### config.mk
export PLATFORM = sky130hd
export DESIGN_NAME = integer_text_field_parser_unit_flat
export DESIGN_NICKNAME = d
export VERILOG_FILES = /design/src/design/itfp_pkg.sv /design/src/design/itfp_item_if.sv /design/src/design/itfp_result_if.sv /design/src/design/itfp_step.sv /design/src/design/integer_text_field_parser_unit.sv /design/src/flat_wrapper.sv
export VERILOG_INCLUDE_DIRS = /design/src /design/src/design
export SDC_FILE = /design/constraint.sdc
export NUM_CORES = 1
export LEC_CHECK = 0
export BUFFER_PORTS_ARGS = -buffer_cell sky130_fd_sc_hd__buf_2
export CAP_MARGIN = 20
export CORE_MARGIN = 5
export CORE_UTILIZATION = 33
export CTS_BUF_LIST = sky130_fd_sc_hd__clkbuf_4
export CTS_CLUSTER_DIAMETER = 200
export CTS_CLUSTER_SIZE = 14
export DETAILED_ROUTE_END_ITERATION = 6
export PLACE_DENSITY = 0.49
export SYNTH_ARGS = -nofsm -noshare
export SYNTH_HDL_FRONTEND = slang
export SYNTH_SLANG_ARGS = --single-unit
### constraint.sdc
create_clock -name i_clk -period 13.25 [get_ports i_clk]
set_input_delay 0.6625 -clock i_clk [delete_from_list [all_inputs] [get_ports i_clk]]
set_output_delay 0.6625 -clock i_clk [all_outputs]
set_load 0.01 [all_outputs]
### src/design/integer_text_field_parser_unit_defines.svh
// Assertion macros for the integer text field parser.
`ifndef INTEGER_TEXT_FIELD_PARSER_UNIT_DEFINES_SVH
`define INTEGER_TEXT_FIELD_PARSER_UNIT_DEFINES_SVH

`ifndef SYNTH
`define ITFP_ASSERT(lbl, prop) \
    lbl: assert property (@(posedge i_clk) disable iff (!i_rst_n) prop) \
        else $error("itfp assertion failed");
`define ITFP_ASSERT_NEXT(lbl, ante, cons) \
    lbl: assert property (@(posedge i_clk) disable iff (!i_rst_n) (ante) |=> (cons)) \
        else $error("itfp assertion failed");
`else
`define ITFP_ASSERT(lbl, prop)
`define ITFP_ASSERT_NEXT(lbl, ante, cons)
`endif

`endif

### src/design/itfp_pkg.sv
`default_nettype none

package itfp_pkg;

    localparam int CNT_W = 6;

    localparam logic [7:0] CH_PLUS  = 8'h2B;
    localparam logic [7:0] CH_MINUS = 8'h2D;
    localparam logic [7:0] CH_LX    = 8'h78;
    localparam logic [7:0] CH_UX    = 8'h58;
    localparam logic [7:0] CH_ZERO  = 8'h30;
    localparam logic [7:0] CH_NINE  = 8'h39;
    localparam logic [7:0] CH_LA    = 8'h61;
    localparam logic [7:0] CH_LF    = 8'h66;
    localparam logic [7:0] CH_UA    = 8'h41;
    localparam logic [7:0] CH_UF    = 8'h46;

    localparam logic [1:0] BASE_AUTO = 2'd0;
    localparam logic [1:0] BASE_OCT  = 2'd1;
    localparam logic [1:0] BASE_DEC  = 2'd2;
    localparam logic [1:0] BASE_HEX  = 2'd3;

    localparam logic [1:0] ST_OK    = 2'd0;
    localparam logic [1:0] ST_MATCH = 2'd1;
    localparam logic [1:0] ST_INPUT = 2'd2;

    localparam logic [1:0] BYTES_1 = 2'd0;
    localparam logic [1:0] BYTES_2 = 2'd1;
    localparam logic [1:0] BYTES_4 = 2'd2;
    localparam logic [1:0] BYTES_8 = 2'd3;

    localparam logic [1:0] CFG_BASE_MODE   = 2'd0;
    localparam logic [1:0] CFG_MAX_LEN     = 2'd1;
    localparam logic [1:0] CFG_VALUE_BYTES = 2'd2;

    typedef struct packed {
        logic [CNT_W-1:0] char_count;
        logic             sign_taken;
        logic             negative;
        logic             first_zero;
        logic [1:0]       rbase;
        logic             prefix_seen;
        logic             digit_after;
        logic [63:0]      acc;
        logic             overflowed;
    } t_fstate;

    typedef struct packed {
        logic [1:0]  status;
        logic [63:0] acc;
        logic        negative;
        logic        overflowed;
        logic [4:0]  count;
        logic        returned;
    } t_result;

endpackage

`default_nettype wire

### src/design/itfp_item_if.sv
`default_nettype none

interface itfp_item_if;
    logic       valid;
    logic       ready;
    logic [7:0] char_code;
    logic       input_ended;

    modport source (output valid, output char_code, output input_ended, input ready);
    modport sink (input valid, input char_code, input input_ended, output ready);
endinterface

`default_nettype wire

### src/design/itfp_result_if.sv
`default_nettype none

interface itfp_result_if;
    logic        valid;
    logic        ready;
    logic [1:0]  status;
    logic [63:0] value;
    logic [4:0]  consumed_len;
    logic        char_returned;

    modport source (output valid, output status, output value, output consumed_len,
                    output char_returned, input ready);
    modport sink (input valid, input status, input value, input consumed_len,
                  input char_returned, output ready);
endinterface

`default_nettype wire

### src/design/itfp_step.sv
`default_nettype none

module itfp_step #(
    parameter int MAX_FIELD_CHARS = 24
) (
    input  itfp_pkg::t_fstate i_state,
    input  logic [7:0]        i_char,
    input  logic              i_end,
    input  logic [1:0]        i_base_mode,
    input  logic [4:0]        i_max_len,
    output itfp_pkg::t_fstate o_next_state,
    output logic              o_emit,
    output itfp_pkg::t_result o_result
);
    import itfp_pkg::*;

    localparam logic [CNT_W-1:0] MaxCnt = CNT_W'(MAX_FIELD_CHARS);

    logic [CNT_W-1:0] lim;
    logic [CNT_W-1:0] cnt_inc;
    logic [CNT_W-1:0] lead;
    logic [1:0]       eff_base;
    logic [1:0]       base_d;
    logic [4:0]       dv;
    logic [4:0]       radix;
    logic             is_sign;
    logic             is_x;
    logic             take;
    logic             early;
    logic             at_end;
    logic [67:0]      mac;
    t_fstate          upd;
    t_fstate          src;
    t_fstate          cleared;

    always_comb begin
        lim = (i_max_len == 5'd0 || {1'b0, i_max_len} > MaxCnt) ? MaxCnt
                                                               : {1'b0, i_max_len};
        eff_base = (i_state.char_count == '0) ? i_base_mode : i_state.rbase;
        lead     = {{(CNT_W-1){1'b0}}, i_state.sign_taken};
        cnt_inc  = i_state.char_count + CNT_W'(1);
        early    = i_state.char_count >= lim;
        is_sign  = (i_char == CH_PLUS) || (i_char == CH_MINUS);
        is_x     = (i_char == CH_LX) || (i_char == CH_UX);

        dv = 5'd16;
        if (i_char inside {[CH_ZERO:CH_NINE]}) begin
            dv = 5'(i_char - CH_ZERO);
        end else if (i_char inside {[CH_LA:CH_LF]}) begin
            dv = 5'(i_char - CH_LA) + 5'd10;
        end else if (i_char inside {[CH_UA:CH_UF]}) begin
            dv = 5'(i_char - CH_UA) + 5'd10;
        end

        base_d = eff_base;
        if (dv inside {[5'd1:5'd9]} && eff_base == BASE_AUTO) begin
            base_d = i_state.first_zero ? BASE_OCT : BASE_DEC;
        end
        case (base_d)
            BASE_OCT: radix = 5'd8;
            BASE_DEC: radix = 5'd10;
            BASE_HEX: radix = 5'd16;
            default:  radix = 5'd1;
        endcase

        case (base_d)
            BASE_OCT: mac = {4'd0, i_state.acc} << 3;
            BASE_DEC: mac = ({4'd0, i_state.acc} << 3) + ({4'd0, i_state.acc} << 1);
            BASE_HEX: mac = {4'd0, i_state.acc} << 4;
            default:  mac = {4'd0, i_state.acc};
        endcase
        mac = mac + {63'd0, dv};

        upd = i_state;
        upd.rbase = eff_base;
        take = 1'b0;
        if (is_sign) begin
            if (i_state.char_count == '0) begin
                take = 1'b1;
                upd.sign_taken = 1'b1;
                upd.negative = (i_char == CH_MINUS);
            end
        end else if (is_x) begin
            if (eff_base == BASE_AUTO) begin
                upd.rbase = BASE_HEX;
            end
            if (upd.rbase == BASE_HEX && i_state.char_count == lead + CNT_W'(1)
                    && i_state.first_zero) begin
                take = 1'b1;
                upd.prefix_seen = 1'b1;
            end
        end else if (dv < 5'd16) begin
            upd.rbase = base_d;
            if (dv < radix) begin
                take = 1'b1;
                if (i_state.char_count == lead && dv == 5'd0) begin
                    upd.first_zero = 1'b1;
                end
                if (i_state.prefix_seen) begin
                    upd.digit_after = 1'b1;
                end
                if (base_d != BASE_AUTO && !i_state.overflowed) begin
                    if (|mac[67:64]) begin
                        upd.overflowed = 1'b1;
                    end else begin
                        upd.acc = mac[63:0];
                    end
                end
            end
        end
        upd.char_count = cnt_inc;

        cleared = '0;
        cleared.rbase = i_base_mode;

        src = i_state;
        at_end = 1'b0;
        o_result.returned = 1'b0;
        if (early) begin
            o_emit = 1'b1;
            at_end = i_end;
            o_result.returned = !i_end;
        end else if (i_end) begin
            o_emit = 1'b1;
            at_end = 1'b1;
        end else if (!take) begin
            o_emit = 1'b1;
            o_result.returned = 1'b1;
        end else begin
            o_emit = (cnt_inc >= lim);
            src = upd;
        end

        if (src.char_count == '0) begin
            o_result.status = at_end ? ST_INPUT : ST_MATCH;
        end else if (src.char_count == {{(CNT_W-1){1'b0}}, src.sign_taken}) begin
            o_result.status = ST_MATCH;
        end else if (src.prefix_seen && !src.digit_after) begin
            o_result.status = ST_MATCH;
        end else begin
            o_result.status = ST_OK;
        end
        o_result.acc        = src.acc;
        o_result.negative   = src.negative;
        o_result.overflowed = src.overflowed;
        o_result.count      = src.char_count[4:0];

        o_next_state = o_emit ? cleared : upd;
    end

endmodule

`default_nettype wire

### src/design/integer_text_field_parser_unit.sv
// Integer field parser: takes one character (or an end-of-input mark) per item and
// returns one result when the field closes: on a rejected character (handed back
// with char_returned set), on end of input, or when the field width is reached.
// One item is accepted every clock cycle while the output is not stalled; the item
// is taken into the input register, and the result of the item that closes the field
// into the result register. A result waiting on a stalled output holds the item
// behind it in the input register, so the input stalls one item later.
// Each step is one constant-radix shift-add on the 64-bit accumulator between the
// input register and the field state. Write configuration only while no field
// is in progress; the base is taken from base_mode at the field's first character.
`default_nettype none

`include "integer_text_field_parser_unit_defines.svh"

module integer_text_field_parser_unit #(
    parameter int MAX_FIELD_CHARS = 24
) (
    input  logic                i_clk,
    input  logic                i_rst_n,
    input  logic                i_cfg_we,
    input  logic [1:0]          i_cfg_index,
    input  logic [4:0]          i_cfg_data,
    itfp_item_if.sink           i_item,
    itfp_result_if.source       o_result
);
    import itfp_pkg::*;

    logic [1:0]  r_base_mode;
    logic [4:0]  r_max_len;
    logic [1:0]  r_value_bytes;

    logic        r_in_valid;
    logic [7:0]  r_in_char;
    logic        r_in_end;

    t_fstate     r_state;
    t_fstate     n_state;
    logic        step_emit;
    t_result     step_res;

    logic        r_out_valid;
    t_result     r_out;
    logic [1:0]  r_out_bytes;

    logic        advance;
    logic [63:0] raw_value;

    assign advance = !r_out_valid || o_result.ready;
    assign i_item.ready = !r_in_valid || advance;

    always_ff @(posedge i_clk) begin
        if (!i_rst_n) begin
            r_base_mode   <= BASE_DEC;
            r_max_len     <= 5'd24;
            r_value_bytes <= BYTES_4;
        end else if (i_cfg_we) begin
            case (i_cfg_index)
                CFG_BASE_MODE:   r_base_mode   <= i_cfg_data[1:0];
                CFG_MAX_LEN:     r_max_len     <= i_cfg_data;
                CFG_VALUE_BYTES: r_value_bytes <= i_cfg_data[1:0];
                default: ;
            endcase
        end
    end

    // hold the item while the step stage is stalled
    always_ff @(posedge i_clk) begin
        if (!i_rst_n) begin
            r_in_valid <= 1'b0;
        end else if (i_item.ready) begin
            r_in_valid <= i_item.valid;
        end
    end

    always_ff @(posedge i_clk) begin
        if (i_item.ready && i_item.valid) begin
            r_in_char <= i_item.char_code;
            r_in_end  <= i_item.input_ended;
        end
    end

    itfp_step #(
        .MAX_FIELD_CHARS(MAX_FIELD_CHARS)
    ) u_step (
        .i_state      (r_state),
        .i_char       (r_in_char),
        .i_end        (r_in_end),
        .i_base_mode  (r_base_mode),
        .i_max_len    (r_max_len),
        .o_next_state (n_state),
        .o_emit       (step_emit),
        .o_result     (step_res)
    );

    always_ff @(posedge i_clk) begin
        if (!i_rst_n) begin
            r_state       <= '{rbase: BASE_DEC, default: '0};
            r_out_valid   <= 1'b0;
        end else if (advance) begin
            if (r_in_valid) begin
                r_state <= n_state;
            end
            r_out_valid <= r_in_valid && step_emit;
        end
    end

    always_ff @(posedge i_clk) begin
        if (advance && r_in_valid && step_emit) begin
            r_out       <= step_res;
            r_out_bytes <= r_value_bytes;
        end
    end

    always_comb begin
        if (r_out.overflowed) begin
            raw_value = '1;
        end else if (r_out.negative) begin
            raw_value = 64'd0 - r_out.acc;
        end else begin
            raw_value = r_out.acc;
        end
        case (r_out_bytes)
            BYTES_1: raw_value = {56'd0, raw_value[7:0]};
            BYTES_2: raw_value = {48'd0, raw_value[15:0]};
            BYTES_4: raw_value = {32'd0, raw_value[31:0]};
            default: ;
        endcase
        if (r_out.status != ST_OK) begin
            raw_value = '0;
        end
    end

    assign o_result.valid         = r_out_valid;
    assign o_result.status        = r_out.status;
    assign o_result.value         = raw_value;
    assign o_result.consumed_len  = r_out.count;
    assign o_result.char_returned = r_out.returned;

    `ITFP_ASSERT(a_count_bound, r_state.char_count <= CNT_W'(MAX_FIELD_CHARS))
    `ITFP_ASSERT_NEXT(a_clear_after_result, advance && r_in_valid && step_emit,
        r_state.char_count == '0)
    `ITFP_ASSERT(a_ready_when_drained, o_result.ready |-> i_item.ready)
    `ITFP_ASSERT(a_input_err_empty,
        (r_out_valid && r_out.status == ST_INPUT) |-> (r_out.count == 5'd0))
    `ITFP_ASSERT(a_return_empty_match,
        (r_out_valid && r_out.returned && r_out.count == 5'd0) |-> (r_out.status == ST_MATCH))

endmodule

`default_nettype wire

### src/flat_wrapper.sv
// flat-port wrapper written by rule: the top's interface ports become plain ports
module integer_text_field_parser_unit_flat import itfp_pkg::*;
#(
    parameter int MAX_FIELD_CHARS = 24
)
  (i_clk, i_rst_n, i_cfg_we, i_cfg_index, i_cfg_data, i_item_valid, i_item_char_code, i_item_input_ended, i_item_ready, o_result_valid, o_result_status, o_result_value, o_result_consumed_len, o_result_char_returned, o_result_ready);
  itfp_item_if i_item_i ();
  itfp_result_if o_result_i ();
  input  logic i_clk;
  input  logic i_rst_n;
  input  logic i_cfg_we;
  input  logic [1:0] i_cfg_index;
  input  logic [4:0] i_cfg_data;
  input wire logic [$bits(i_item_i.valid)-1:0] i_item_valid;
  input wire logic [$bits(i_item_i.char_code)-1:0] i_item_char_code;
  input wire logic [$bits(i_item_i.input_ended)-1:0] i_item_input_ended;
  output wire logic [$bits(i_item_i.ready)-1:0] i_item_ready;
  output wire logic [$bits(o_result_i.valid)-1:0] o_result_valid;
  output wire logic [$bits(o_result_i.status)-1:0] o_result_status;
  output wire logic [$bits(o_result_i.value)-1:0] o_result_value;
  output wire logic [$bits(o_result_i.consumed_len)-1:0] o_result_consumed_len;
  output wire logic [$bits(o_result_i.char_returned)-1:0] o_result_char_returned;
  input wire logic [$bits(o_result_i.ready)-1:0] o_result_ready;
  assign i_item_i.valid = i_item_valid;
  assign i_item_i.char_code = i_item_char_code;
  assign i_item_i.input_ended = i_item_input_ended;
  assign i_item_ready = i_item_i.ready;
  assign o_result_valid = o_result_i.valid;
  assign o_result_status = o_result_i.status;
  assign o_result_value = o_result_i.value;
  assign o_result_consumed_len = o_result_i.consumed_len;
  assign o_result_char_returned = o_result_i.char_returned;
  assign o_result_i.ready = o_result_ready;
  integer_text_field_parser_unit #(.MAX_FIELD_CHARS(MAX_FIELD_CHARS)) u_core (.i_clk(i_clk), .i_rst_n(i_rst_n), .i_cfg_we(i_cfg_we), .i_cfg_index(i_cfg_index), .i_cfg_data(i_cfg_data), .i_item(i_item_i), .o_result(o_result_i));
endmodule
==> results_dict.tcl, run 1 <==
set metrics [dict create \
    postSynth.topFlopCell "dfxtp_1" \
    critical-path-max-stage-delay_ps 730 \
    cts-hold-fix-buffers 0 \
    syn2layout_area_growth_pct 6.47 \
    timing.setup.tns_ps 0 \
    hold_viol 0 \
    internal-power_w 0.000733 \
    critical_path.startpoint_type "flop" \
    grt_usage_pct 20.3 \
    grt_pass1_vias 16500 \
    postSynthAreaPerCell_sq_um 7.67 \
    cts_tree "built" \
    share_clk_of_total_power_pct 29.0 \
    critical_setup_path_kind "reg2reg" \
    muxShareOfSynthArea_pct 3.33 \
    setup.worst_path.end_class "flop" \
    worst_slew_margin_rel_pct 27.8 \
    post_dp_cell_area_sq_um 18600 \
    p_total_w 0.00106 \
    power_leakage_nw 6.90 \
    cell_variety_after_synth 107 \
    numClockSinks 174 \
    coreArea_sq_um 53500 \
    firstDrtPassIters 7 \
    critPathLaunch "u_core.r_state[72]" \
    r2r_start "u_core.r_state[72]" \
    ctsLongestPathBuffers 2 \
    postCtsResizedCells 0 \
    comb_power_share_pct 15.4 \
    grt_start_max_net_pins 77 \
    yosys.area_share.simple_pct 24.4 \
    cap_violations 0 \
    fin_worst_hold_slack_ps 210 \
    critical_path_arrival_ps 8930 \
    timing.final.max_slew_violations 0 \
    avgViaCountPerCell 5.87 \
    async_reset_ff_share_pct 0 \
    die_y_um 242 \
    drcViolationCount 0 \
    seq_power_share_pct 55.6 \
    cts_buffers 17 \
    route.detailed.wl_per_inst_um 20.7 \
    globalRoute.totalOverflow 0 \
    wire_length_of_the_first_global_routing_pass_um 97000 \
    std_cell_rows 85 \
    net_switching_w 0.000330 \
    timing.final.setup_violations 0 \
    dieWidth_um 242 \
    final_area_sq_um 18900 \
    synth_xor_xnor_area_share_pct 7.56 \
    cp_data_required_time_ps 13780 \
    worst_slew_pin_slew_ps 1070 \
    synth_enable_flop_cells 85 \
    port-buffer-count 94 \
    final.fill_count 5605 \
    clock-skew-final_ps 45.1 \
    die_area_sq_um 58500 \
    area_of_combinational_cells_with_multiple_inputs_sq_um 12500 \
    ant_nets 0 \
    cts-htree-levels 4 \
    pwr_density_cell_nw_per_um2 56.3 \
    routabilityCongestion 0.945 \
    critical_path.slowest_cell "nor3_2" \
    drive_above_1_share_pct 9.52 \
    ys_seq_area_share_pct 24.4 \
    final-seq-area_sq_um 4330 \
    clock_transition_at_the_registers_of_the_reported_paths_ps 180 \
    clock_latency_ps 610 \
    grt_antenna_before_repair 1 \
    floorplan.initialDensity_pct 33.1 \
    fin_nets 2411 \
    detailed_place_hpwl_um 49200 \
    grt_setup_unrepaired "no" \
    synth-adder-area-share_pct 6.65 \
    post_synthesis_instance_area_sq_um 17700 \
    post_cts_buffers 0 \
    fraction_of_the_cycle_the_final_worst_path_needs_pct 63.4 \
    yosys_warnings 0 \
    cp_common_cell "inv_1" \
    io_pins 95 \
    synthesis.nets 2426 \
    clk_root_buffer_cell "clkbuf_4" \
    finish.cell_count_without_fillers 3008 \
    maxClockFrequency_mhz 119 \
    outcome "completed" \
    vias 17600 \
    finalCriticalPeriod_ps 8400 \
    synthesis.instances 2312 \
    peak_supply_drop_mv 0.0505 \
    drtIter0Drc 1705 \
    wl_um 62300 \
    switching_share_pct 31.0 \
    placedCellCount 2973 \
    worstPathMaxFanout 21 \
    largest_family_of_logic_cells_by_synthesized_area "compound AO/OA/AOI/OAI gates" \
    timing.hold.worst.class "in2reg" \
    flop_and_latch_count_out_of_synthesis 174 \
    hold_path.startpoint "i_item_char_code[2]" \
    synth_compound_area_share_pct 28.7 \
]
-- final timing paths --
check	endpoint	slack (ps)	cells after the start
setup / recovery	u_core.r_state[22]	4850	29
hold / removal	u_core.r_in_char[2]	210	1
setup reg to reg	u_core.r_state[22]	4850	29
hold reg to reg	u_core.r_out_bytes[1]	460	0
-- logic make-up after synthesis --
kind of cell,Yosys count
compound gates,770
simple gates,864
mux,56
fa+ha+maj,93
xor+xnor,153
buf+inv,202
flops,174
-- per-layer routing --
metal	GRT usage, %	share of wire (%)	up-vias
li1	-	-	8682
met1	31.9	51	8297
met2	29.7	41	612
met3	2.61	6.7	55
met4	4.06	1.5	0
met5	0	0	-
-- layout by cell type, fill, tap and decap left out, types with 61 or more instances in the layout --
master,n
o21ai_0,125
a21oi_1,218
dfxtp_1,89
nor3_1,61
nand2_1,277
buf_2,95
nor2_1,189
nand3_1,74
edfxtp_1,85
ha_1,89
xor2_1,100
-- cell type report --
type / count / share of cell area (%)
clock buffers: 18 / 0.716
inverters: 52 / 1.05
diodes: 2 / 0.0265
flip-flops and latches: 174 / 23.0
repair buffers: 116 / 3.35
clock inverters: 14 / 0.795
well taps: 696 / 4.61
multi-input cells: 1936 / 66.5
-- synthesized netlist by cell type, drive strengths merged (14+ instances only) --
cell | n | area share, %
edfxtp | 85 | 14
a221oi | 25 | 1.2
mux2i | 35 | 2.0
inv | 52 | 1.1
or4 | 21 | 0.93
a211oi | 21 | 0.92
o21a | 23 | 0.97
nand2b | 25 | 0.88
a21oi | 220 | 6.2
buf | 52 | 1.8
nor3 | 64 | 1.9
or2 | 14 | 0.49
mux2 | 21 | 1.3
o31ai | 23 | 1.0
ha | 91 | 6.4
nor4 | 25 | 1.4
a21o | 22 | 0.93
o211ai | 28 | 1.2
o21ai | 185 | 5.3
a221o | 23 | 1.3
xor2 | 100 | 4.9
dfxtp | 89 | 10
o2bb2ai | 49 | 2.4
nor2 | 191 | 4.1
nand3 | 76 | 2.2
xnor2 | 53 | 2.6
a21boi | 14 | 0.59
clkbuf | 98 | 2.1
nand2 | 278 | 5.9
a31oi | 23 | 0.81
or3 | 33 | 1.2
nand4 | 54 | 1.9
and3 | 18 | 0.64
-- power by group through the flow --
| stage | logic, W | clock network (W) | registers (W) |
|---|---|---|---|
| after global placement | 0.000162 | 0 | 0.000602 |
| after global routing | 0.000181 | 0.000342 | 0.000593 |
| after CTS | 0.000163 | 0.000318 | 0.000590 |
| after detailed placement | 0.000163 | 0 | 0.000602 |
| after floorplan | 0.000116 | 0 | 0.000598 |
| final | 0.000164 | 0.000308 | 0.000591 |
-- state kept, by name, summed over array words and instances, names as in the netlist --
name	cells
u_core.o_result.char_returned	1
u_core.o_result.consumed_len	5
u_core.o_result.status	2
u_core.o_result.valid	1
u_core.r_base_mode	2
u_core.r_in_char	8
u_core.r_in_end	1
u_core.r_in_valid	1
u_core.r_max_len	5
u_core.r_out	66
u_core.r_out_bytes	2
u_core.r_state	78
u_core.r_value_bytes	2
-- worst max-delay path, delay by kind of cell (launching register included) --
family / cells / cell delay, ps
AOI/OAI and AO/OA: 9 / 2020
adders and majority gates: 4 / 1430
buffers and inverters: 4 / 370
DFF: 1 / 550
muxes: 1 / 480
and+or+nand+nor: 11 / 3490
-- per-stage QoR --
step	util (%)	worst slack, ps
2_1_floorplan	-	4490
3_3_place_gp	34.7	5260
3_5_place_dp	34.7	4960
4_1_cts	35.3	4900
5_1_grt	35.3	4230
6_report	35.3	4850
(Power assumes the default switching activity.)
==> run 2: changes to the inputs <==
--- a/config.mk
+++ b/config.mk
@@ -6,6 +6,7 @@
 export SDC_FILE = /design/constraint.sdc
 export NUM_CORES = 1
 export LEC_CHECK = 0
+export ABC_AREA = 1
 export BUFFER_PORTS_ARGS = -buffer_cell sky130_fd_sc_hd__buf_2
 export CAP_MARGIN = 20
 export CORE_MARGIN = 5
@@ -14,7 +15,7 @@
 export CTS_CLUSTER_DIAMETER = 200
 export CTS_CLUSTER_SIZE = 14
 export DETAILED_ROUTE_END_ITERATION = 6
-export PLACE_DENSITY = 0.49
+export PLACE_DENSITY = 0.51
 export SYNTH_ARGS = -nofsm -noshare
 export SYNTH_HDL_FRONTEND = slang
 export SYNTH_SLANG_ARGS = --single-unit
==> constraint.sdc (replaced) <==
create_clock -name i_clk -period 7.1 [get_ports i_clk]
set_input_delay 0.355 -clock i_clk [delete_from_list [all_inputs] [get_ports i_clk]]
set_output_delay 0.355 -clock i_clk [all_outputs]
set_load 0.01 [all_outputs]
==> run 2 against run 1 <==
Sequential share of layout area fell by 3.4 points. Maximum frequency grew 30%. Clock skew hardly changed. Count of clock-buffer cells in the layout stayed put. Final cell count rose by 49%. Highest routed layer unchanged.
==> results_dict.tcl, run 2 <==
set metrics [dict create \
    post-synth-top-count-cell "nand2_1" \
    net_switching_w 0.000725 \
    clock_latency_ps 660 \
    largestRegisters "u_core.r_state x78, u_core.r_out x66, u_core.r_in_char x8" \
    yosys.area.top_type "nand2_1" \
    floorplan.initialDensity_pct 33.2 \
    worstPathMaxFanout 65 \
    io_pins 95 \
    critPathBufInv 7 \
    finalCriticalPeriod_ps 6460 \
    synthesis.nets 3694 \
    internal-power_w 0.00150 \
    critical_setup_path_kind "reg2reg" \
    maxClockFrequency_mhz 155 \
    pwr_density_cell_nw_per_um2 100 \
    setup.worst_path.end_class "flop" \
    vias 22800 \
    final_area_sq_um 22200 \
    timing.final.max_slew_violations 0 \
    largest_register_ffs 78 \
    syn2layout_area_growth_pct 8.29 \
    cp_data_required_time_ps 7500 \
    critical_path.startpoint_type "flop" \
    ys_seq_area_share_pct 21.2 \
    finish.cell_count_without_fillers 4468 \
    grt_antenna_before_repair 1 \
    drcViolationCount 0 \
    die_area_sq_um 67100 \
    post_dp_cell_area_sq_um 21500 \
    seq_power_share_pct 49.4 \
    switching_share_pct 32.7 \
    postSynth.topFlopCell "dfxtp_1" \
    std_cell_rows 91 \
    share_clk_of_total_power_pct 32.2 \
    critical_path_arrival_ps 6860 \
    utilization_of_the_core_after_routing_pct 36.0 \
    firstDrtPassIters 6 \
    timing.setup.tns_ps 0 \
    cts-htree-levels 4 \
    cap_violations 0 \
    worst_slew_margin_rel_pct 29.0 \
    cell_variety_after_synth 55 \
    cp_top_family "simple AND/OR/NAND/NOR gates" \
    clock-skew-final_ps 44.6 \
    hold_viol 0 \
    drive_above_1_share_pct 6.61 \
    die_y_um 259 \
    ys_top_cells_by_area "nand2_1 20%, edfxtp_1 12%, inv_1 9.6%" \
    power_leakage_nw 10.3 \
    peak_supply_drop_mv 0.0908 \
    globalRoute.totalOverflow 0 \
    placedCellCount 4410 \
    dieWidth_um 259 \
    yosys_warnings 0 \
    routabilityCongestion 1.01 \
    grt_pass1_vias 21100 \
    fraction_of_the_cycle_the_final_worst_path_needs_pct 91.0 \
    grt_start_max_net_pins 85 \
    numClockSinks 174 \
    port-buffer-count 94 \
    synth_enable_flop_cells 85 \
    max_flop_register "u_core.r_state" \
    clk_root_buffer_cell "clkbuf_4" \
    synth.top_cell.area_share_pct 20.2 \
    timing.final.setup_violations 0 \
    grt_setup_unrepaired "no" \
    cts_buffers 17 \
    detailed_place_hpwl_um 65100 \
    outcome "completed" \
    comb_power_share_pct 18.4 \
    critical_path.slowest_cell "buf_4" \
    ys_top_cells_by_count "1103 x nand2_1, 524 x inv_1, 406 x nor2_1, 236 x a21oi_1, 225 x nand3_1" \
    cts_tree "built" \
    route.detailed.wl_per_inst_um 18.2 \
    coreArea_sq_um 61600 \
    critical-path-max-stage-delay_ps 530 \
    layout.cells.most_common "nand2_1" \
    timing.hold.worst.class "in2reg" \
    ant_nets 0 \
    fin_nets 3731 \
    drtIter0Drc 2247 \
    clock_transition_at_the_registers_of_the_reported_paths_ps 160 \
    avgViaCountPerCell 5.11 \
    async_reset_ff_share_pct 0 \
    postSynthAreaPerCell_sq_um 5.71 \
    post_synthesis_instance_area_sq_um 20500 \
    wire_length_of_the_first_global_routing_pass_um 124000 \
    most-common-layout-cells "1101 x nand2_1, 523 x inv_1, 405 x nor2_1, 236 x a21oi_1, 225 x nand3_1" \
    ctsLongestPathBuffers 2 \
    grt_usage_pct 23.4 \
    synthesis.instances 3580 \
    wl_um 81200 \
    cp_common_cell "nand2_1" \
    flop_and_latch_count_out_of_synthesis 174 \
    worst_slew_pin_slew_ps 1060 \
]
run 2: area by class of cell:
| type | count | area (sq um) |
|---|---|---|
| fill | 7044 | 39400 |
| multi-input combinational | 2738 | 13400 |
| sequential | 174 | 4330 |
| inverter | 539 | 2020 |
| tap | 837 | 1050 |
| timing repair buffer | 147 | 951 |
| clock inverter | 14 | 216 |
| clock buffer | 18 | 135 |
| antenna | 1 | 2.50 |
run 2: through the flow:
stage,setup slack (ps),total power (W),hold WS [ps]
4_1_cts,514,0.00224,27.9
3_3_place_gp,602,0.00152,469
2_1_floorplan,1200,0.00139,403
6_report,636,0.00222,85.5
3_5_place_dp,530,0.00151,473
5_1_grt,72.2,0.00233,79.1
run 2: logic make-up after synthesis:
logic type,count (synthesis),share of synthesized area (%)
fa+ha+maj,93,5.76
compound gates,565,14.6
simple gates,2002,41.9
buf+inv,668,13.2
flops,174,21.2
xor+xnor,78,3.34
run 2: routing by layer:
metal / GRT usage, % / part of all wire, %
met3: 2.99 / 6.6
met2: 34.5 / 41
met5: 0 / 0
met4: 7.36 / 3.1
met1: 35.3 / 49
run 2: power by group through the flow:
stage | clock [W] | sequential (W) | combinational [W]
2_1_floorplan | 0 | 0.00111 | 0.000281
3_3_place_gp | 0 | 0.00112 | 0.000398
3_5_place_dp | 0 | 0.00112 | 0.000394
4_1_cts | 0.000739 | 0.00110 | 0.000406
5_1_grt | 0.000772 | 0.00110 | 0.000455
6_report | 0.000714 | 0.00110 | 0.000409
run 2: worst min-delay path: stages:
cell	delay, ps
buf_2	100
nor3_1	80
o21ai_0	140
nor2_1	40
run 2: what timing repair did:
| action | 4_1_cts | 5_1_grt |
|---|---|---|
| hold endpoints to repair | 20 | 0 |
| gates resized for setup | 0 | 2 |
| buffers inserted | 0 | 0 |
| hold buffers | 25 | 0 |
| endpoints found under the setup margin | 0 | 24 |
run 2: worst paths after layout:
path	cells after the start	start	to	slack [ps]
setup reg to reg	32	u_core.r_state[72]	u_core.r_out[50]	640
hold reg to reg	2	u_core.r_max_len[0]	u_core.r_max_len[0]	500
hold / removal	4	i_cfg_index[0]	u_core.r_value_bytes[0]	90
setup / recovery	32	u_core.r_state[72]	u_core.r_out[50]	640
==> run 3: changes to the inputs <==
--- a/config.mk
+++ b/config.mk
@@ -18,4 +18,5 @@
 export PLACE_DENSITY = 0.51
 export SYNTH_ARGS = -nofsm -noshare
 export SYNTH_HDL_FRONTEND = slang
+export SYNTH_HIERARCHICAL = 1
 export SYNTH_SLANG_ARGS = --single-unit
==> run 3 against run 2 <==
The flow now finishes with violations (design-rule violations). Clock power down 17%. Sequential power up 13%. First-iteration DRC count down 2.0%. Sequential cell count unchanged. Worst hold slack worse by 13 ps. Core utilization down 0.087 points. Critical path depth up 5. Synthesized cell count up 7.0%. Maximum frequency down 1.3%. Wire length up 9.0%. Clock skew down 9.1 ps. Die area up 4.8%.
==> results_dict.tcl, run 3 <==
set metrics [dict create \
    route.detailed.wl_per_inst_um 18.7 \
    timing.final.setup_violations 0 \
    critical_path.slowest_cell "dfxtp_1" \
    io_pins 95 \
    detailed_place_hpwl_um 70600 \
    outcome "finished, violations left" \
    ys_top_cells_by_area "nand2_1 20%, nor2_1 12%, edfxtp_1 12%" \
    cts_tree "built" \
    clock_latency_ps 630 \
    std_cell_rows 93 \
    detailroute.wirelength.met3_um 5820 \
    worst_slew_margin_rel_pct 27.6 \
    setup_slack_ps 548 \
    grt_usage_pct 24.2 \
    globalRoute.totalOverflow 0 \
    yosys.area.top_type "nand2_1" \
    postSynthAreaPerCell_sq_um 5.61 \
    drive_above_1_share_pct 7.69 \
    net_switching_w 0.00158 \
    max_flop_register "u_core/r_state" \
    p_total_w 0.00331 \
    met1Wirelength_um 41800 \
    port-buffer-count 94 \
    post_synthesis_instance_area_sq_um 21500 \
    r2r.worst_path.cells 37 \
    fraction_of_the_cycle_the_final_worst_path_needs_pct 92.3 \
    failing_checks "design-rule violations" \
    setup.worst_path.end_class "flop" \
    post_cts_buffers 0 \
    routabilityCongestion 1.00 \
    vias 24300 \
    worst_hold_path_cells 5 \
    postCtsResizedCells 0 \
    critical_path_arrival_ps 7110 \
    yosys_warnings 6 \
    clock-skew-final_ps 35.5 \
    timing.setup.tns_ps 0 \
    most-common-layout-cells "1129 x nand2_1, 702 x nor2_1, 422 x inv_1, 389 x nand3_1, 203 x o21ai_0" \
    clk_root_buffer_cell "clkbuf_4" \
    async_reset_ff_share_pct 0 \
    ys_top_cells_by_count "1130 x nand2_1, 702 x nor2_1, 423 x inv_1, 389 x nand3_1, 203 x o21ai_0" \
    largest_register_ffs 78 \
    flop_and_latch_count_out_of_synthesis 174 \
    comb_power_share_pct 44.6 \
    die_y_um 265 \
    post-synth-top-count-cell "nand2_1" \
    grt_setup_unrepaired "no" \
    drcViolationCount 7 \
    dieWidth_um 265 \
    grt_start_max_net_pins 87 \
    ys_seq_area_share_pct 20.2 \
    timing.final.max_slew_violations 0 \
    synth.top_cell.area_share_pct 19.8 \
    worstPathMaxFanout 60 \
    synthesis.instances 3829 \
    largestRegisters "u_core/r_state x78, u_core/r_out x66, u_core/r_in_char x8" \
    fin_nets 3977 \
    clock_transition_at_the_registers_of_the_reported_paths_ps 180 \
    wl_met2_um 38000 \
    share_clk_of_total_power_pct 18.0 \
    cp_common_cell "nand2_1" \
    firstDrtPassIters 7 \
    dr.max_layer_used "met4" \
    cts_buffers 17 \
    pwr_density_cell_nw_per_um2 143 \
    postSynth.topFlopCell "dfxtp_1" \
    synth_enable_flop_cells 85 \
    cap_violations 0 \
    ctsLongestPathBuffers 2 \
    critical_setup_path_kind "reg2reg" \
    synthesis.nets 3943 \
    numClockSinks 174 \
    wl_um 88500 \
    internal-power_w 0.00172 \
    avgViaCountPerCell 5.14 \
    cts-htree-levels 4 \
    power_leakage_nw 10.8 \
    grt_pass1_vias 22300 \
    layout.cells.most_common "nand2_1" \
    hold_viol 0 \
    grt_antenna_before_repair 3 \
    worst_slew_pin_slew_ps 1090 \
    drtIter0Drc 2201 \
    floorplan.initialDensity_pct 33.3 \
    cp_data_required_time_ps 7660 \
    die_area_sq_um 70300 \
    peak_supply_drop_mv 0.137 \
    wire_length_of_the_first_global_routing_pass_um 134000 \
    maxClockFrequency_mhz 153 \
    seq_power_share_pct 37.4 \
    cell_variety_after_synth 60 \
    coreArea_sq_um 64500 \
    finalCriticalPeriod_ps 6550 \
    ant_nets 0 \
    timing.hold.worst.class "in2reg" \
    switching_share_pct 47.8 \
    syn2layout_area_growth_pct 7.70 \
    critical_path.startpoint_type "flop" \
    worst_slack_at_placement_ps 791 \
    critical-path-max-stage-delay_ps 520 \
]
-- run 3: power groups by stage --
| stage | Clock, W | Sequential [W] | Combinational (W) |
|---|---|---|---|
| floorplan | 0 | 0.00120 | 0.00102 |
| global placement | 0 | 0.00126 | 0.00145 |
| detailed placement | 0 | 0.00125 | 0.00144 |
| CTS | 0.000622 | 0.00123 | 0.00145 |
| global route | 0.000657 | 0.00124 | 0.00162 |
| finish | 0.000596 | 0.00124 | 0.00147 |
-- run 3: through the flow --
stage / instance area, sq um / util [%] / hold WS [ps] / std cells
detailed placement: 22600 / 35.1 / 464 / 4678
floorplan: 21500 / - / 409 / 3829
finish: 23100 / 35.9 / 72.8 / 4733
CTS: 23100 / 35.9 / 4.87 / 4731
global route: 23100 / 35.9 / 52.6 / 4732
global placement: 22600 / 35.1 / 465 / 4678
-- run 3: final cells by class --
| type | count | area, sq um |
|---|---|---|
| fillers | 7417 | 41300 |
| multi-input cells | 3060 | 14700 |
| flip-flops and latches | 174 | 4330 |
| inverters | 464 | 1740 |
| well taps | 855 | 1070 |
| repair buffers | 146 | 963 |
| clock inverters | 15 | 171 |
| clock buffers | 17 | 128 |
| diodes | 2 | 5.00 |
-- run 3: kinds of logic (layout without fill, tap and decap cells) --
family	Yosys count	after routing	share of synthesized area, %
compound gates	436	436	11.0
xor+xnor	76	76	3.10
fa+ha+maj	93	93	5.49
buf+inv	595	642	11.5
flops	174	174	20.2
mux	1	1	0.0466
other cells	1	3	0.0175
simple gates	2453	2453	48.7
-- run 3: worst paths after layout --
check                     start                     to  slack (ps)
max          u_core/r_state[72]     u_core/r_state[22]         550
min reg2reg  u_core/r_state[68]     u_core/r_state[68]         500
max reg2reg  u_core/r_state[72]     u_core/r_state[22]         550
min              i_cfg_index[1]  u_core/r_base_mode[1]          70
-- run 3: what timing repair did --
item	in CTS	in global routing
hold endpoints to repair	20	0
hold buffers	21	0
setup endpoints to repair	0	0
-- run 3: per-layer routing --
metal | track usage [%] | up-vias
met2 | 37.2 | 833
met4 | 7.87 | 0
met1 | 35.6 | 11100
li1 | - | 12300
met3 | 2.40 | 121
met5 | 0 | -
-- run 3: worst max-delay path: cells and delay by family, from the launching register on --
kind	cells	cell delay (ps)
buffers and inverters	5	800
DFF	1	520
adders and majority gates	4	1000
and+or+nand+nor	22	3110
AOI/OAI and AO/OA	5	780
xor gates and xnor gates	1	180
